`src/rtl/fbpa_pkg.sv`:
```
// Shared types and constants of the fixed-size block pool allocator.
// Used by every module of the block but fbpa_ram; depends on nothing else.
package fbpa_pkg;

  // Field widths of the request, the result and the link entries.
  localparam int IDX_W      = 8;
  localparam int LINK_W     = 9;
  localparam int COUNT_W    = 9;
  localparam int OFFSET_W   = 24;
  localparam int BSIZE_W    = 17;
  localparam int CFG_DATA_W = 17;
  localparam int CFG_IDX_W  = 1;

  // The pool never holds more blocks than an 8-bit index can name.
  localparam int POOL_LIMIT = 256;

  // Register reset values.
  localparam logic [COUNT_W-1:0] NUM_BLOCKS_RST = 9'd256;
  localparam logic [BSIZE_W-1:0] BLOCK_SIZE_RST = 17'd64;

  // Free count saturates at the top of its range.
  localparam logic [COUNT_W-1:0] FREE_MAX = 9'd511;

  // Request operation codes.
  localparam logic MODE_ALLOC = 1'b0;
  localparam logic MODE_FREE  = 1'b1;

  // Configuration register indexes.
  localparam logic [CFG_IDX_W-1:0] CFG_NUM_BLOCKS = 1'b0;
  localparam logic [CFG_IDX_W-1:0] CFG_BLOCK_SIZE = 1'b1;

  // One request: allocate or free.
  typedef struct packed {
    logic             mode;
    logic [IDX_W-1:0] free_index;
  } in_req_t;

  // One result.
  typedef struct packed {
    logic                granted;
    logic [IDX_W-1:0]    block_index;
    logic [OFFSET_W-1:0] byte_offset;
    logic [COUNT_W-1:0]  free_count;
  } out_res_t;

  // Controller states.
  typedef enum logic {
    ST_IDLE,
    ST_COMMIT
  } fsm_state_t;

  // Commands from the controller to the datapath.
  typedef struct packed {
    logic accept;  // take the request, write the link store, read the head's link
    logic commit;  // update pool state and load the result register
  } ctrl_cmd_t;

endpackage

```
`src/rtl/fixed_block_pool_allocator.sv`:
```
// Fixed-size block pool allocator with a lazily linked free list.
// A request is accepted in the idle state and committed in the commit state,
// and its result strobe is registered from the commit. No new request is taken
// during the commit: an allocate needs the registered link read for the next head.
// Reset (synchronous, rst_n low) restores the register defaults and a full pool;
// the link store is not cleared, since links are set up as the pool is used.
module fixed_block_pool_allocator #(
  parameter int MAX_BLOCKS = 256
) (
  input  logic                            clk,
  input  logic                            rst_n,
  input  logic                            start,
  output logic                            busy,
  input  fbpa_pkg::in_req_t               in_req,
  output logic                            out_strobe,
  output fbpa_pkg::out_res_t              out_res,
  input  logic                            cfg_we,
  input  logic [fbpa_pkg::CFG_IDX_W-1:0]  cfg_index,
  input  logic [fbpa_pkg::CFG_DATA_W-1:0] cfg_data
);

  fbpa_pkg::ctrl_cmd_t cmd;

  // Sequencing of each request.
  fbpa_ctrl u_ctrl (
    .clk        (clk),
    .rst_n      (rst_n),
    .start      (start),
    .busy       (busy),
    .out_strobe (out_strobe),
    .cmd        (cmd)
  );

  // Pool state, link store and result.
  fbpa_datapath #(
    .MAX_BLOCKS (MAX_BLOCKS)
  ) u_datapath (
    .clk       (clk),
    .rst_n     (rst_n),
    .cmd       (cmd),
    .in_req    (in_req),
    .cfg_we    (cfg_we),
    .cfg_index (cfg_index),
    .cfg_data  (cfg_data),
    .out_res   (out_res)
  );

endmodule

```
`src/rtl/fbpa_ram.sv`:
```
// Generic single-write, single-read RAM with a registered read port.
// Stand-alone; no package needed.
module fbpa_ram #(
  parameter int WIDTH = 9,
  parameter int DEPTH = 256
) (
  input  logic                     clk,
  input  logic                     we,
  input  logic [$clog2(DEPTH)-1:0] waddr,
  input  logic [WIDTH-1:0]         wdata,
  input  logic [$clog2(DEPTH)-1:0] raddr,
  output logic [WIDTH-1:0]         rdata
);

  logic [WIDTH-1:0] mem [DEPTH];
  logic [WIDTH-1:0] rdata_r;

  // Write port and registered read port.
  always_ff @(posedge clk) begin
    if (we) begin
      mem[waddr] <= wdata;
    end
    rdata_r <= mem[raddr];
  end

  assign rdata = rdata_r;

endmodule

```
`src/rtl/fbpa_ctrl.sv`:
```
// Controller of the block pool allocator: request handshake and sequencing.
// Depends on fbpa_pkg for the state type and the command struct.
module fbpa_ctrl (
  input  logic               clk,
  input  logic               rst_n,
  input  logic               start,
  output logic               busy,
  output logic               out_strobe,
  output fbpa_pkg::ctrl_cmd_t cmd
);

  fbpa_pkg::fsm_state_t state_r, state_nxt;
  logic                 out_valid_r;

  // State register and result strobe.
  always_ff @(posedge clk) begin
    if (!rst_n) begin
      state_r     <= fbpa_pkg::ST_IDLE;
      out_valid_r <= 1'b0;
    end else begin
      state_r     <= state_nxt;
      out_valid_r <= cmd.commit;
    end
  end

  // Next state and commands: accept in idle, commit in the cycle after.
  always_comb begin
    state_nxt  = state_r;
    cmd.accept = 1'b0;
    cmd.commit = 1'b0;
    case (state_r)
      fbpa_pkg::ST_IDLE: begin
        if (start) begin
          cmd.accept = 1'b1;
          state_nxt  = fbpa_pkg::ST_COMMIT;
        end
      end
      fbpa_pkg::ST_COMMIT: begin
        cmd.commit = 1'b1;
        state_nxt  = fbpa_pkg::ST_IDLE;
      end
      default: begin
        state_nxt = fbpa_pkg::ST_IDLE;
      end
    endcase
  end

  assign busy       = (state_r != fbpa_pkg::ST_IDLE);
  assign out_strobe = out_valid_r;

endmodule

```
`src/rtl/fbpa_datapath.sv`:
```
// Datapath of the block pool allocator: configuration, free-list state,
// link store and result register. Depends on fbpa_pkg and fbpa_ram.
module fbpa_datapath #(
  parameter int MAX_BLOCKS = 256
) (
  input  logic                                clk,
  input  logic                                rst_n,
  input  fbpa_pkg::ctrl_cmd_t                 cmd,
  input  fbpa_pkg::in_req_t                   in_req,
  input  logic                                cfg_we,
  input  logic [fbpa_pkg::CFG_IDX_W-1:0]      cfg_index,
  input  logic [fbpa_pkg::CFG_DATA_W-1:0]     cfg_data,
  output fbpa_pkg::out_res_t                  out_res
);

  localparam int DEPTH = (MAX_BLOCKS < fbpa_pkg::POOL_LIMIT) ? MAX_BLOCKS
                                                             : fbpa_pkg::POOL_LIMIT;
  localparam int AW    = $clog2(DEPTH);
  localparam logic [fbpa_pkg::COUNT_W-1:0] DEPTH_N = fbpa_pkg::COUNT_W'(DEPTH);

  // Configuration registers.
  logic [fbpa_pkg::COUNT_W-1:0] num_blocks_r;
  logic [fbpa_pkg::BSIZE_W-1:0] block_size_r;

  // Free-list state.
  logic [fbpa_pkg::IDX_W-1:0]   head_r;
  logic                         head_valid_r;
  logic [fbpa_pkg::COUNT_W-1:0] free_r;
  logic [fbpa_pkg::COUNT_W-1:0] init_r;

  // Request held between accept and commit.
  logic                         op_mode_r;
  logic [fbpa_pkg::IDX_W-1:0]   op_fidx_r;
  logic                         fwd_r;
  logic [fbpa_pkg::LINK_W-1:0]  fwd_link_r;
  logic                         oob_r;

  fbpa_pkg::out_res_t           out_res_r;

  logic [fbpa_pkg::COUNT_W-1:0] pool_n;
  logic [fbpa_pkg::COUNT_W-1:0] cfg_pool_n;
  logic                         init_pending;
  logic                         ram_we;
  logic [AW-1:0]                ram_waddr;
  logic [fbpa_pkg::LINK_W-1:0]  ram_wdata;
  logic [fbpa_pkg::LINK_W-1:0]  ram_rdata;
  logic [fbpa_pkg::LINK_W-1:0]  head_link;
  logic [fbpa_pkg::IDX_W+fbpa_pkg::BSIZE_W-1:0] product;
  logic [fbpa_pkg::COUNT_W-1:0] free_dec;

  // Effective block count, limited by the store depth.
  assign pool_n     = (num_blocks_r > DEPTH_N) ? DEPTH_N : num_blocks_r;
  assign cfg_pool_n = (cfg_data[fbpa_pkg::COUNT_W-1:0] > DEPTH_N)
                      ? DEPTH_N : cfg_data[fbpa_pkg::COUNT_W-1:0];
  assign init_pending = (init_r < pool_n);

  // Link store writes happen at accept: the lazy link set-up for an
  // allocate, or the new head's link for a free.
  always_comb begin
    ram_we    = 1'b0;
    ram_waddr = init_r[AW-1:0];
    ram_wdata = init_r + fbpa_pkg::LINK_W'(1);
    if (cmd.accept) begin
      if (in_req.mode == fbpa_pkg::MODE_ALLOC) begin
        ram_we = init_pending;
      end else begin
        ram_we    = ({1'b0, in_req.free_index} < DEPTH_N);
        ram_waddr = in_req.free_index[AW-1:0];
        ram_wdata = head_valid_r ? {1'b0, head_r} : pool_n;
      end
    end
  end

  fbpa_ram #(
    .WIDTH (fbpa_pkg::LINK_W),
    .DEPTH (DEPTH)
  ) u_link_ram (
    .clk   (clk),
    .we    (ram_we),
    .waddr (ram_waddr),
    .wdata (ram_wdata),
    .raddr (head_r[AW-1:0]),
    .rdata (ram_rdata)
  );

  // The head's link: the lazily written value when it was set in the same
  // request, zero for a head beyond the store, else the memory contents.
  assign head_link = fwd_r ? fwd_link_r : (oob_r ? '0 : ram_rdata);
  assign product   = {{fbpa_pkg::BSIZE_W{1'b0}}, head_r} *
                     {{fbpa_pkg::IDX_W{1'b0}}, block_size_r};
  assign free_dec  = free_r - fbpa_pkg::COUNT_W'(1);

  // Request capture at accept.
  always_ff @(posedge clk) begin
    if (cmd.accept) begin
      op_mode_r  <= in_req.mode;
      op_fidx_r  <= in_req.free_index;
      fwd_r      <= init_pending && (init_r[fbpa_pkg::IDX_W-1:0] == head_r);
      fwd_link_r <= init_r + fbpa_pkg::LINK_W'(1);
      oob_r      <= ({1'b0, head_r} >= DEPTH_N);
    end
  end

  // Configuration, pool re-creation and state update at commit.
  always_ff @(posedge clk) begin
    if (!rst_n) begin
      num_blocks_r <= fbpa_pkg::NUM_BLOCKS_RST;
      block_size_r <= fbpa_pkg::BLOCK_SIZE_RST;
      head_r       <= '0;
      head_valid_r <= 1'b1;
      free_r       <= DEPTH_N;
      init_r       <= '0;
    end else if (cfg_we) begin
      case (cfg_index)
        fbpa_pkg::CFG_NUM_BLOCKS: begin
          num_blocks_r <= cfg_data[fbpa_pkg::COUNT_W-1:0];
          head_r       <= '0;
          head_valid_r <= 1'b1;
          free_r       <= cfg_pool_n;
          init_r       <= '0;
        end
        fbpa_pkg::CFG_BLOCK_SIZE: begin
          block_size_r <= cfg_data[fbpa_pkg::BSIZE_W-1:0];
        end
        default: begin
        end
      endcase
    end else if (cmd.commit) begin
      if (op_mode_r == fbpa_pkg::MODE_ALLOC) begin
        if (init_pending) begin
          init_r <= init_r + fbpa_pkg::COUNT_W'(1);
        end
        if (free_r != '0) begin
          free_r <= free_dec;
          if (free_dec != '0) begin
            head_r <= head_link[fbpa_pkg::IDX_W-1:0];
          end else begin
            head_valid_r <= 1'b0;
          end
        end
      end else begin
        head_r       <= op_fidx_r;
        head_valid_r <= 1'b1;
        if (free_r != fbpa_pkg::FREE_MAX) begin
          free_r <= free_r + fbpa_pkg::COUNT_W'(1);
        end
      end
    end
  end

  // Result register, loaded at commit.
  always_ff @(posedge clk) begin
    if (cmd.commit) begin
      if ((op_mode_r == fbpa_pkg::MODE_ALLOC) && (free_r != '0)) begin
        out_res_r.granted     <= 1'b1;
        out_res_r.block_index <= head_r;
        out_res_r.byte_offset <= product[fbpa_pkg::OFFSET_W-1:0];
        out_res_r.free_count  <= free_dec;
      end else begin
        out_res_r.granted     <= 1'b0;
        out_res_r.block_index <= '0;
        out_res_r.byte_offset <= '0;
        if (op_mode_r == fbpa_pkg::MODE_FREE && free_r != fbpa_pkg::FREE_MAX) begin
          out_res_r.free_count <= free_r + fbpa_pkg::COUNT_W'(1);
        end else begin
          out_res_r.free_count <= free_r;
        end
      end
    end
  end

  assign out_res = out_res_r;

endmodule

```
`config.mk`:
```
export PLATFORM = sky130hd
export DESIGN_NAME = fixed_block_pool_allocator
export DESIGN_NICKNAME = d
export VERILOG_FILES = /design/src/rtl/fbpa_pkg.sv /design/src/rtl/fixed_block_pool_allocator.sv /design/src/rtl/fbpa_ram.sv /design/src/rtl/fbpa_ctrl.sv /design/src/rtl/fbpa_datapath.sv
export SDC_FILE = /design/constraint.sdc
export NUM_CORES = 2
export LEC_CHECK = 0
export BUFFER_PORTS_ARGS = -buffer_cell sky130_fd_sc_hd__buf_2
export CAP_MARGIN = 20
export CELL_PAD_IN_SITES_DETAIL_PLACEMENT = 1
export CELL_PAD_IN_SITES_GLOBAL_PLACEMENT = 2
export CORE_ASPECT_RATIO = 1.25
export CORE_UTILIZATION = 50
export DETAILED_ROUTE_END_ITERATION = 8
export PLACE_DENSITY = 0.86
export SYNTH_ARGS = -nofsm -noshare
export SYNTH_HDL_FRONTEND = slang
export SYNTH_SLANG_ARGS = --single-unit
```
`constraint.sdc`:
```
create_clock -name clk -period 20.4 [get_ports clk]
set_input_delay 2.04 -clock clk [delete_from_list [all_inputs] [get_ports clk]]
set_output_delay 2.04 -clock clk [all_outputs]
set_load 0.03 [all_outputs]
```
==> flow_summary.ini <==
[outcome]
status = complete, but fails checks
violations = slew limit

[grt]
antenna_found_initial = 11
grt_max_degree = 257
grt_pass1_wl_um = 342900
grt_use_total_pct = 26.45
overflow = 0
first_global_vias = 48230

[route]
initialDrtViolationCount = 4480
ant_nets = 0
vias = 45660
drcViolationCount = 0
drt-wirelength-per-cell_um = 32.57
finalWirelength_um = 237000
first_pass_iters = 6
vias_per_cell = 6.274

[power]
vdd_drop_max_uv = 83.07
power.total_mw = 9.231
powerDensity_nw_per_um2 = 93.39
leakage_nw = 30.80

[clocking]
cts.clk_slew.worst_paths_ps = 60
tritoncts = done
root_buffer = clkbuf_16
clkLatencyLatePin_ps = 880
post_cts_buffers = 0
clk_path_buf_depth = 3
cts-buffers-inserted = 199
cts_max_level = 4
cts.sinks = 2171
cts_hold_buffers = 0
cts_resized = 0

[logic_synthesis]
syn_area_per_cell_sq_um = 19.11
ys.flop_type = edfxtp_1
synth_seq_cells = 2171
yosys_warnings = 0
syn_inst = 4675
ys_types = 69
syn_nets = 4851
synth-seq-area-share_pct = 72.25
synth_edf_count = 2108
synth_area_sq_um = 89360
synth_async_sr_flop_share_pct = 0

[timing]
worstMarginPinSlew_ps = 1599
setup_tns_ps = 0
period_share_pct = 29.63
hold_viol = 0
final-setup-viol-count = 0
fin_skew_ps = 35.50
slew_headroom_pct = -6.591
period_needed_ps = 6045
rsz0062_at_grt = false
maxSlewViolCount = 76
fmax_ghz = 0.1654

[critical_path]
path_max_fanout = 49
end_kind = register
cp_data_arrival_time_ps = 6650
slowest_delay_ps = 770
slowest_stage = buf_4
critPathBufInv = 2
cp_common_cell = fa_1
path_cells = buf_4 > nand2_1 > fa_1 > fa_1 > fa_1 > fa_1 > inv_1 > ha_1 > nand2_1 > o21ai_0 > a22oi_1 > and3_1 > or3_1 > a21oi_1 > nor3b_1
worst_r2r_startpoint = u_datapath.head_r[4]
crit_type = reg2reg
cpLargestDelayFamily = adder cells
crit_required_ps = 21010
setup.worst_path.start_class = register
critPathLaunch = u_datapath.head_r[4]

[final_layout]
layout_commonest_cell = edfxtp_1
syn2layout_area_growth_pct = 10.62
drive_above_1_share_pct = 21.11
fillers = 15460
final_cell_mix = 2,108 x edfxtp_1, 550 x mux4_2, 362 x nor2_1
num-nets-final = 4907

[placement]
place.gp.congestion = 0.8660
dp_hpwl_um = 147300
port_buffers = 74

[die]
dieArea_sq_um = 180400
ios = 75
core_sq_um = 177700
die_w_um = 380.1
initial_core_util_pct = 50.28
die_y_um = 474.7
rows = 173

[min_path]
hold_class = reg2reg
min_from = u_datapath.head_r[7]

[flow_run]
drv_cap = 0
## final timing paths
path	end	slack [ps]	cells past startpoint
setup reg to reg	u_datapath.out_res[32]	14360	15
setup / recovery	u_datapath.out_res[32]	14360	15
hold reg to reg	u_datapath.head_r[7]	460	2
hold / removal	u_datapath.head_r[7]	460	2
## synthesized netlist by cell type (56+ instances only)
master	number	share of area, %
a21oi_1	73	0.41
and2_1	70	0.49
buf_2	69	0.39
clkbuf_1	134	0.56
dfxtp_1	63	1.4
edfxtp_1	2108	71
fa_1	89	2.0
ha_1	56	0.78
inv_1	113	0.47
mux2i_1	158	1.8
mux4_2	550	14
nand2_1	261	1.1
nor2_1	362	1.5
## flip-flops by register name, indices dropped and copies added, names as in the netlist
name / count
u_datapath.u_link_ram.mem: 2048
u_datapath.out_res: 42
u_ctrl.busy: 1
u_datapath.block_size_r: 17
u_datapath.u_link_ram.rdata: 8
u_datapath.init_r: 9
u_datapath.num_blocks_r: 9
u_datapath.head_valid_r: 1
u_ctrl.out_strobe: 1
u_datapath.head_r: 8
u_datapath.op_fidx_r: 8
u_datapath.fwd_r: 1
u_datapath.op_mode_r: 1
u_datapath.free_r: 9
u_datapath.fwd_link_r: 8
## where the power goes
| group | switching (mW) | internal, mW | total, mW | leakage, nW |
|---|---|---|---|---|
| clock network | 1.68 | 2.17 | 3.85 | 3.28 |
| registers | 0.0246 | 4.91 | 4.93 | 20.2 |
| logic | 0.290 | 0.156 | 0.445 | 7.28 |
## final cells by class
cell class                      instances  area, sq um  area share (%)
Multi-Input combinational cell       2105        23150           23.42
Clock buffer                          232         5167           5.228
Sequential cell                      2171        64590           65.34
Tap cell                             2362         2955           2.990
Timing Repair Buffer                  139        978.4          0.9898
Clock inverter                        141         1543           1.561
Inverter                              115        431.7          0.4367
Antenna cell                           13        32.53         0.03291
## through the flow
step	std cells	worst slack, ps	area, sq um	util (%)	hold slack (ps)
2_1_floorplan	4675	4730	89360	-	443.5
5_1_grt	7266	14050	98820	55.61	507.7
4_1_cts	7262	14260	98770	55.58	464.5
3_3_place_gp	6888	14030	92040	51.79	450.1
6_report	7278	14360	98850	55.62	463.6
3_5_place_dp	6889	13750	92060	51.81	455.1
## metal layers
layer	GRT usage, %	wire, um	share of wire (%)	vias to the layer above
met1	32.91	88180	37	24390
met2	43.79	118800	50	2002
met5	0	64	0.027	-
li1	-	-	-	18790
met4	14.05	12710	5.4	10
met3	5.563	17260	7.3	474
## worst register-to-register path, delay by kind of cell, from the launching register on
kind            cells  cell delay (ps)
flops               1              740
simple gates        5              960
buf+inv             2              830
fa+ha+maj           5             2380
compound gates      3              870
## logic make-up after synthesis
group,after synthesis,share of synthesized area [%]
adder cells (fa/ha/maj),145,2.778
flip-flops,2171,72.25
AO/OA/AOI/OAI,340,2.581
multiplexers,719,15.77
buffers and inverters,399,1.987
AND/OR/NAND/NOR,864,4.272
XOR/XNOR,37,0.3626
No activity file was read; power rests on OpenSTA's default activity.
